**config.mk**
```make
export PLATFORM = sky130hd
export DESIGN_NAME = cbs_lerp
export DESIGN_NICKNAME = d
export VERILOG_FILES = /design/src/rtl/cbs_pkg.sv /design/src/rtl/cbs_lerp.sv
export SDC_FILE = /design/constraint.sdc
export NUM_CORES = 1
export LEC_CHECK = 0
export BUFFER_PORTS_ARGS = -buffer_cell sky130_fd_sc_hd__buf_2
export CAP_MARGIN = 20
export CORE_MARGIN = 3
export CORE_UTILIZATION = 57
export DETAILED_ROUTE_END_ITERATION = 12
export MAX_ROUTING_LAYER = met4
export PLACE_DENSITY = 0.72
export REMOVE_ABC_BUFFERS = 1
export SYNTH_ARGS = -nofsm -noshare
export SYNTH_HDL_FRONTEND = slang
export SYNTH_SLANG_ARGS = --single-unit
```
**constraint.sdc**
```tcl
create_clock -name clk -period 10.7 [get_ports clk]
set_input_delay 0.535 -clock clk [delete_from_list [all_inputs] [get_ports clk]]
set_output_delay 0.535 -clock clk [all_outputs]
set_load 0.01 [all_outputs]
```
**src/rtl/cbs_pkg.sv**
```systemverilog
// Shared widths and types for the cubic Bezier split pipeline.
// Used by cbs_lerp, cubic_bezier_split, cbs_checker and tb_top; no dependencies.
package cbs_pkg;

  localparam int COORD_BITS  = 24;
  localparam int T_FRAC_BITS = 16;

  // Interpolated points stay between their operands, so one extra bit holds them.
  localparam int PT_W   = COORD_BITS + 1;
  localparam int DIFF_W = PT_W + 1;
  localparam int TAN_W  = COORD_BITS + 2;
  localparam int T_W    = T_FRAC_BITS + 1;
  localparam int PROD_W = DIFF_W + T_W + 1;

  // Stream widths, padded up to whole bytes.
  localparam int IN_DATA_W  = ((8 * COORD_BITS + T_W + 7) / 8) * 8;
  localparam int OUT_DATA_W = ((2 * PT_W + 4 * TAN_W + 7) / 8) * 8;

  localparam logic [T_W-1:0] T_ONE = T_W'(1) << T_FRAC_BITS;
  localparam int ROUND_HALF = 1 << (T_FRAC_BITS - 1);

  // Load enables for the two register stages inside one interpolator.
  typedef struct packed {
    logic mul;
    logic add;
  } lerp_en_t;

endpackage

```
**src/rtl/cbs_lerp.sv**
```systemverilog
// Two-stage fixed-point interpolator: y = a + round((b - a) * t).
// Depends on cbs_pkg.
module cbs_lerp
  import cbs_pkg::*;
(
  input  logic                   clk,
  input  lerp_en_t               en,
  input  logic signed [PT_W-1:0] a,
  input  logic signed [PT_W-1:0] b,
  input  logic        [T_W-1:0]  t,
  output logic signed [PT_W-1:0] y
);

  logic signed [DIFF_W-1:0] diff;
  logic signed [PROD_W-1:0] prod_next;
  logic signed [PROD_W-1:0] prod;
  logic signed [PT_W-1:0]   a_d;
  logic signed [PROD_W-1:0] rnd;
  logic signed [PROD_W-1:0] shifted;
  logic signed [DIFF_W-1:0] y_sum;

  assign diff      = $signed({b[PT_W-1], b}) - $signed({a[PT_W-1], a});
  assign prod_next = diff * $signed({1'b0, t});

  // Round to nearest, ties up: add half an lsb, then floor.
  assign rnd     = prod + PROD_W'(ROUND_HALF);
  assign shifted = rnd >>> T_FRAC_BITS;
  assign y_sum   = $signed({a_d[PT_W-1], a_d}) + $signed(shifted[DIFF_W-1:0]);

  always_ff @(posedge clk) begin
    if (en.mul) begin
      prod <= prod_next;
      a_d  <= a;
    end
    if (en.add) begin
      y <= $signed(y_sum[PT_W-1:0]);
    end
  end

endmodule

```
; ---- Word-level counts from Yosys, hierarchy flattened
; Cells that the tools add are included.
[totals]
output_inout_bits = 25
input_bits = 70
regBits = 91
[classes]
multipliers = 1
n_addsub = 3
[ops]
columns = op, n
row1 = $add 41x17->41 const B, 1
row2 = $mul 26x18->41, 1
row3 = $sub 25x25->26, 1
row4 = $add 25x25->25, 1

; ---- Logic depth before layout (Yosys ltp)
; Gate-level depths: netlist of the first run.
[logic_depth]
ltp_word = 2
mapped_depth = 35
depth_no_buf = 34

; ---- Least setup slack after synthesis of the first run
; OpenSTA, ideal clock, no wires.
[synth_path]
path_type = input to register
startpoint = input port b[0]
endpoint = register prod[39], data pin
required_ns = 10.442
setup_slack_ns = 2.602
n_path_buf = 1
arrival_ns = 7.841
cell_stages = 33
cell_sequence = inv_1 -> ha_1 -> fa_1 -> nor2b_4 -> o31ai_4 -> a211oi_4 -> o31ai_4 -> nand3_2 -> a31oi_4 -> o31ai_2 -> xnor2_2 -> buf_2 -> nand2_1 -> fa_1 -> fa_1 -> fa_1 -> inv_1 -> fa_1 -> fa_1 -> inv_1 -> fa_1 -> inv_1 -> ha_1 -> a21o_1 -> a21o_1 -> a21o_1 -> a21oi_1 -> o21ai_1 -> or3_1 -> o211ai_1 -> nand2b_1 -> a21oi_1 -> xnor2_1
[synth_between]
elab_chain_len = 2
[synth_rtl]
columns = item, line_no
row1 = from (decl), cbs_lerp.sv:9  ; input logic signed [PT_W-1:0] b,
row2 = $sub 25x25->26, cbs_lerp.sv:22  ; assign diff = $signed({b[PT_W-1], b}) - $signed({a[PT_W-1], a});
row3 = $mul 26x18->41, cbs_lerp.sv:23  ; assign prod_next = diff * $signed({1'b0, t});
row4 = net prod_next[39], cbs_lerp.sv:15  ; logic signed [PROD_W-1:0] prod_next;
row5 = to (signal assigned), cbs_lerp.sv:32  ; prod <= prod_next;
row6 = to (decl), cbs_lerp.sv:16  ; logic signed [PROD_W-1:0] prod;
; The timed path passes the listed nets, and every way through them passes these cells.
; A chain may end at the register's enable or synchronous reset.

; ---- Worst setup path in the final report of the first run
[layout_path]
startpoint = input port b[0]
endpoint = register prod[31], data pin
; Same word-level chain as after synthesis.

==> results of run 1 <==
==> registers in the layout, summed over array words and instances (netlist names) <==
signal / count
prod: 26
y: 25
a_d: 25
==> cell families after synthesis <==
logic type / count (synthesis)
compound gates: 157
xor+xnor: 103
fa+ha+maj: 557
buf+inv: 570
flops: 76
mux: 1
simple gates: 608
==> cells in the final DEF, fill, tap and decap left out, types with 15 or more instances in the layout <==
cell,count
sky130_fd_sc_hd__inv_1,506
sky130_fd_sc_hd__fa_1,411
sky130_fd_sc_hd__nand2_1,240
sky130_fd_sc_hd__and2_1,194
sky130_fd_sc_hd__ha_1,146
sky130_fd_sc_hd__buf_2,94
sky130_fd_sc_hd__xnor2_1,78
sky130_fd_sc_hd__edfxtp_1,76
sky130_fd_sc_hd__nor2_1,45
sky130_fd_sc_hd__a21oi_1,43
sky130_fd_sc_hd__nor2b_1,29
sky130_fd_sc_hd__a21o_1,28
sky130_fd_sc_hd__buf_4,21
sky130_fd_sc_hd__nand3_1,20
sky130_fd_sc_hd__o21ai_0,18
sky130_fd_sc_hd__xor2_1,17
sky130_fd_sc_hd__o21a_1,15
==> worst min path at each step <==
| stage | to | slack, ps | cells after the start |
|---|---|---|---|
| after CTS | a_d[24] | 370 | 1 |
| after detailed placement | y[0] | 560 | 1 |
| final | a_d[24] | 370 | 1 |
| after global routing | a_d[23] | 370 | 1 |
| after global placement | y[0] | 560 | 1 |
| after floorplan | y[0] | 530 | 1 |
==> through the flow <==
stage	worst slack, ps	hold slack [ps]	util [%]
6_report	1910	371	62.1
5_1_grt	1470	369	62.1
4_1_cts	1950	368	62.0
3_5_place_dp	1610	555	61.1
3_3_place_gp	1840	564	61.1
2_1_floorplan	2630	526	-
==> routing by layer <==
layer,track usage [%],part of all wire (%),up-vias
li1,-,-,6314
met4,7.08,2.5,0
met2,45.8,47,531
met1,38.7,42,7153
met3,4.78,8.2,101
met5,-,0,-
==> area by class of cell <==
cell class	instances	area share, %
multi-input cells	1426	72.8
flip-flops and latches	76	10.9
inverters	506	9.05
repair buffers	118	3.21
well taps	448	2.67
clock buffers	9	1.07
clock inverters	7	0.364
==> critical path, delay by kind of cell <==
| kind | cells | cell delay [ps] |
|---|---|---|
| buffers and inverters | 6 | 570 |
| xor gates and xnor gates | 2 | 260 |
| adders and majority gates | 9 | 3840 |
| and+or+nand+nor | 5 | 1000 |
| AOI/OAI and AO/OA | 11 | 2650 |
==> metrics.log, run 1 <==
INFO  metric outcome = complete, no violations
INFO  metric number_of_port_buffers = 94
INFO  metric synth_top_flop_cell = sky130_fd_sc_hd__edfxtp_1
INFO  metric crit_start = b[0]
INFO  metric floorplan.die_area = 0.0367 mm2
INFO  metric share_of_post_route_cells_with_drive_strength_above_1 = 8.12%
INFO  metric initial_utilization = around three fifths
INFO  metric worst_path_arrival_time = 8880 ps
INFO  metric yosys-top-cells-area = sky130_fd_sc_hd__fa_1, sky130_fd_sc_hd__edfxtp_1, sky130_fd_sc_hd__inv_1
INFO  metric grt_antenna_before_repair = 0
INFO  metric timing.clock.skew = 12.7 ps
INFO  metric cts_made_buffers = 9
INFO  metric vias = 14100
INFO  metric final-max-slew-violation-count = 0
INFO  metric critical_path.endpoint = prod[31]
INFO  metric largest_net_degree_at_the_start_of_global_routing = 52
INFO  metric layout-area-overhead-vs-synth = 6.73%
INFO  metric antenna_cells = 0
INFO  metric yosys.cell_count.top_type = sky130_fd_sc_hd__inv_1
INFO  metric yosys.area.top_type_share = 41.9%
INFO  metric reg2reg_from = prod[15]
INFO  metric synth.mux.area_fraction = 0.0509%
INFO  metric total_grt_overflow = 0
INFO  metric hold_path_startpoint = a[24]
INFO  metric register_area = 0.00228 mm2
INFO  metric rsz_0062_raised_after_global_routing = no
INFO  metric fillCellCount = 2782
INFO  metric via_density_per_instance = 5.44
INFO  metric grt_pass1_wl = 79400 um
INFO  metric groute.usage.overall = roughly 29%
INFO  metric wirelength = ~48000 um
INFO  metric dp_hpwl = 37000 um
INFO  metric cts_hold_repair.buffers = 0
INFO  metric num_io_pins = 95
INFO  metric cts.reportedPaths.clkPinSlew = 70 ps
INFO  metric cpPeakStageDelay = 550 ps
INFO  metric netlist_top_cells_count = sky130_fd_sc_hd__inv_1, sky130_fd_sc_hd__fa_1, sky130_fd_sc_hd__nand2_1
INFO  metric mappedNetlistArea = 0.0197 mm2
INFO  metric number_of_enable_flip_flop_cells_after_synthesis = 76
INFO  metric number_of_global_route_vias_before_repair = 15300
INFO  metric timing.slew.headroom = 28.4%
INFO  metric critical-path-slowest-cell = sky130_fd_sc_hd__fa_1
INFO  metric drt-initial-drc-count = roughly 1000
INFO  metric postSynthRegisterBits = 76
INFO  metric synth_cell_type_count = 67
INFO  metric cts-htree-levels = 3
INFO  metric crit_path_max_fanout = 17
INFO  metric final_period_minus_worst_setup_slack = 8790 ps
INFO  metric drv.max_cap_violation_count = 0
INFO  metric drtAntennaViolNets = 0
INFO  metric post-route-cell-area = between 0.02 and 0.025 mm2
INFO  metric synth-compound-area-share = ~5.7%
INFO  metric synth_fa_ha_area_share = between 50 and 60%
INFO  metric num-nets-final = 2764
INFO  metric worstSetupStartpointType = primary input
INFO  metric cts-resized-gates = 0
INFO  metric final.period_utilization = between 80% and 90%
INFO  metric synth_area_per_cell = 9.49 um2
INFO  metric placedCellCount = 2572
INFO  metric fin_cells = 2590
INFO  metric final_hold_viol_count = 0
INFO  metric cts_root_buffer = sky130_fd_sc_hd__clkbuf_16
INFO  metric fp.coreArea = between 0.03 and 0.04 mm2
INFO  metric clock_tree.buffer_depth = 2
INFO  metric synthDominantAreaCellType = sky130_fd_sc_hd__fa_1
INFO  metric hold_class = in -> reg
INFO  metric path_class = in -> reg
INFO  metric nature_of_the_critical_path_endpoint = flop
INFO  metric synth-simple-area-share = 15.8%
INFO  metric avgRoutedWirePerCell = 18.5 um
INFO  metric async_sr_flop_fraction = 0%
INFO  metric gp_routability_congestion = between 0.9 and 1
INFO  metric max_clock_freq = 114 MHz
INFO  metric clkSinkCount = 76
INFO  metric synthesis.yosys.warnings = 0
INFO  metric setup_viol = 0
INFO  metric worst-slew-pin-transition = 1070 ps
INFO  metric crit_required = 10790 ps
INFO  metric rrSetupSlack = 6870 ps
INFO  metric multi_input_comb_area = between 0.015 and 0.02 mm2
INFO  metric num_rows = 67
INFO  metric rr_worst_depth = 13
INFO  metric synth_sequential_area_ratio = between 10% and 20%
INFO  metric synth_top_family_by_area = adder cells
INFO  metric cts_tree = done
INFO  metric worstReg2RegEnd = y[24]
INFO  metric drt_pass1_iterations = 5
INFO  metric setup_tns = 0 ps
INFO  metric die_y = ~190 um
INFO  metric postPlaceCellArea = 0.0206 mm2
INFO  metric clock_insertion_delay_worst_skew = between 300 and 400 ps
INFO  metric synthXorXnorAreaFrac = 4.70%
INFO  metric drc = 0
INFO  metric cts.repair_timing.setup_buffer_count = 0
INFO  metric syn-instance-count = a little over 2000
INFO  metric dieWidth = 192 um
INFO  metric cell_mode_on_critical_path = sky130_fd_sc_hd__fa_1
Power of run 1 is not shown: default switching activity piles up to over one toggle a cycle in this logic, so the estimate is an artifact.
==> run 2: changes to the inputs <==
Settings changed: PLACE_DENSITY 0.72 to 0.75.
Clock period 10.7 ns to 7.3 ns, I/O delays scaled along.
==> metrics.log, run 2 (synthesis results as in run 1) <==
INFO  metric cpPeakStageDelay = 580 ps (+30 ps)
INFO  metric max_clock_freq = 130 MHz
INFO  metric number_of_port_buffers = 94 (unchanged)
INFO  metric cts_root_buffer = sky130_fd_sc_hd__clkbuf_16
INFO  metric rsz_0062_raised_after_global_routing = yes
INFO  metric most_common_cell_after_layout_fill_and_taps_aside = sky130_fd_sc_hd__inv_1
INFO  metric reg2reg_from = prod[15]
INFO  metric clkSinkCount = 76 (unchanged)
INFO  metric via_density_per_instance = 5.39 (-0.96%)
INFO  metric fillCellCount = 2357 (-15%)
INFO  metric crit_start = a[7]
INFO  metric floorplan.die_area = 0.0367 mm2 (unchanged)
INFO  metric drc = 0 (unchanged)
INFO  metric cts_made_buffers = 9 (unchanged)
INFO  metric gp_routability_congestion = 0.945 (+4.4%)
INFO  metric vias = 15500 (+9.6%)
INFO  metric largest_reg_flops = 26 (unchanged)
INFO  metric final_hold_viol_count = 0 (unchanged)
INFO  metric groute.usage.overall = 30.3% (+1.7 points)
INFO  metric rr_worst_depth = 13 (unchanged)
INFO  metric worst_path_arrival_time = 7810 ps (-1070 ps)
INFO  metric path_class = in -> reg
INFO  metric clock_tree.buffer_depth = 2 (unchanged)
INFO  metric final_period_minus_worst_setup_slack = 7710 ps
INFO  metric crit_required = 7400 ps (-3390 ps)
INFO  metric multi_input_comb_area = 0.0159 mm2 (+4.4%)
INFO  metric initial_utilization = 58.2% (unchanged)
INFO  metric number_of_global_route_vias_before_repair = 17300 (+13%)
INFO  metric timing.slew.headroom = 52.3% (+24 points)
INFO  metric final-max-slew-violation-count = 0 (unchanged)
INFO  metric setup_ws = -414 ps (-2320 ps)
INFO  metric top_register = prod
INFO  metric largest_net_degree_at_the_start_of_global_routing = 52 (unchanged)
INFO  metric hold_depth = 1 (unchanged)
INFO  metric crit_path_max_fanout = 6 (-11)
INFO  metric timing.hold.ws = 210 ps (-160 ps)
INFO  metric failed_checks = negative setup slack
INFO  metric num-nets-final = 3039 (+9.9%)
INFO  metric grt_antenna_before_repair = 0 (unchanged)
INFO  metric worst-slew-pin-transition = 716 ps (-358 ps)
INFO  metric cts.reportedPaths.clkPinSlew = 60 ps (about the same)
INFO  metric register_area = 0.00228 mm2 (unchanged)
INFO  metric drtAntennaViolNets = 0 (unchanged)
INFO  metric layout-area-overhead-vs-synth = 21.4%
INFO  metric cell_mode_on_critical_path = sky130_fd_sc_hd__fa_1
INFO  metric clock_insertion_delay_worst_skew = 340 ps (about the same)
INFO  metric total_grt_overflow = 0 (unchanged)
INFO  metric num_rows = 67 (unchanged)
INFO  metric timing.clock.skew = 8.70 ps (-3.95 ps)
INFO  metric wirelength = 53300 um (+11%)
INFO  metric num_io_pins = 95 (unchanged)
INFO  metric nature_of_the_critical_path_endpoint = flop
INFO  metric cts-htree-levels = 3 (unchanged)
INFO  metric drt_pass1_iterations = 5 (unchanged)
INFO  metric hold_class = in -> reg
INFO  metric final_core_utilization = 70.7% (+8.6 points)
INFO  metric worstSetupStartpointType = primary input
INFO  metric layout_top_registers = prod: 26 flops, a_d: 25 flops, y: 25 flops
INFO  metric grt_pass1_wl = 84800 um (+6.9%)
INFO  metric cts_tree = done
INFO  metric avgRoutedWirePerCell = 18.6 um (+0.47%)
INFO  metric share_of_post_route_cells_with_drive_strength_above_1 = 23.2% (+15 points)
INFO  metric die_y = 192 um (unchanged)
INFO  metric critical-path-slowest-cell = sky130_fd_sc_hd__fa_1
INFO  metric drt-initial-drc-count = 872 (-13%)
INFO  metric fp.coreArea = 0.0338 mm2 (unchanged)
INFO  metric dp_hpwl = 41500 um (+12%)
INFO  metric setup_viol = 17 (+17)
INFO  metric dieWidth = 192 um (unchanged)
INFO  metric final.period_utilization = 106%
INFO  metric hold_path_startpoint = a[0]
INFO  metric most-common-layout-cells = sky130_fd_sc_hd__inv_1, sky130_fd_sc_hd__fa_1, sky130_fd_sc_hd__buf_4
INFO  metric outcome = finished with violations
INFO  metric drv.max_cap_violation_count = 0 (unchanged)
## run 2: critical path: cells and delay by family
family | cells | cell delay, ps
compound gates | 8 | 1190
xor+xnor | 2 | 330
fa+ha+maj | 8 | 3510
buf+inv | 10 | 990
simple gates | 7 | 1420
## run 2: stage by stage
stage	setup TNS (ps)	std cells	worst slack, ps	cell area (um2)
floorplan	-6480	2008	-601	19400
finish	-3710	2867	-414	23900
CTS	-3590	2844	-363	23300
global placement	-17180	2808	-1030	22400
detailed placement	-20970	2808	-1250	22400
global route	-7910	2865	-628	23900
## run 2: timing repair
| action | CTS | global route |
|---|---|---|
| setup endpoints to repair | 21 | 21 |
| resized for setup | 94 | 89 |
| pin swaps | 60 | 76 |
| hold buffers | 0 | 0 |
| cloned | 0 | 2 |
| setup buffers | 20 | 21 |
## run 2: routing by layer
| layer | share of wire (%) | vias to the layer above | GRT usage [%] |
|---|---|---|---|
| li1 | - | 6876 | - |
| met1 | 38 | 7825 | 36.6 |
| met2 | 51 | 604 | 51.7 |
| met3 | 7.2 | 152 | 4.58 |
| met4 | 4.3 | 0 | 11.2 |
| met5 | 0 | - | - |
## run 2: final cells by class
cell class	instances	share of cell area, %
clock inverters	6	0.267
flip-flops and latches	76	9.56
clock buffers	10	0.959
inverters	506	7.97
multi-input cells	1426	66.7
diodes	2	0.0210
well taps	448	2.35
repair buffers	393	12.1
## run 2: worst paths after layout
check | endpoint | slack [ps]
max | prod[39] | -410
min | a_d[0] | 210
max reg2reg | y[24] | 3400
min reg2reg | y[0] | 590
Power of run 2 is left out for the same reason.
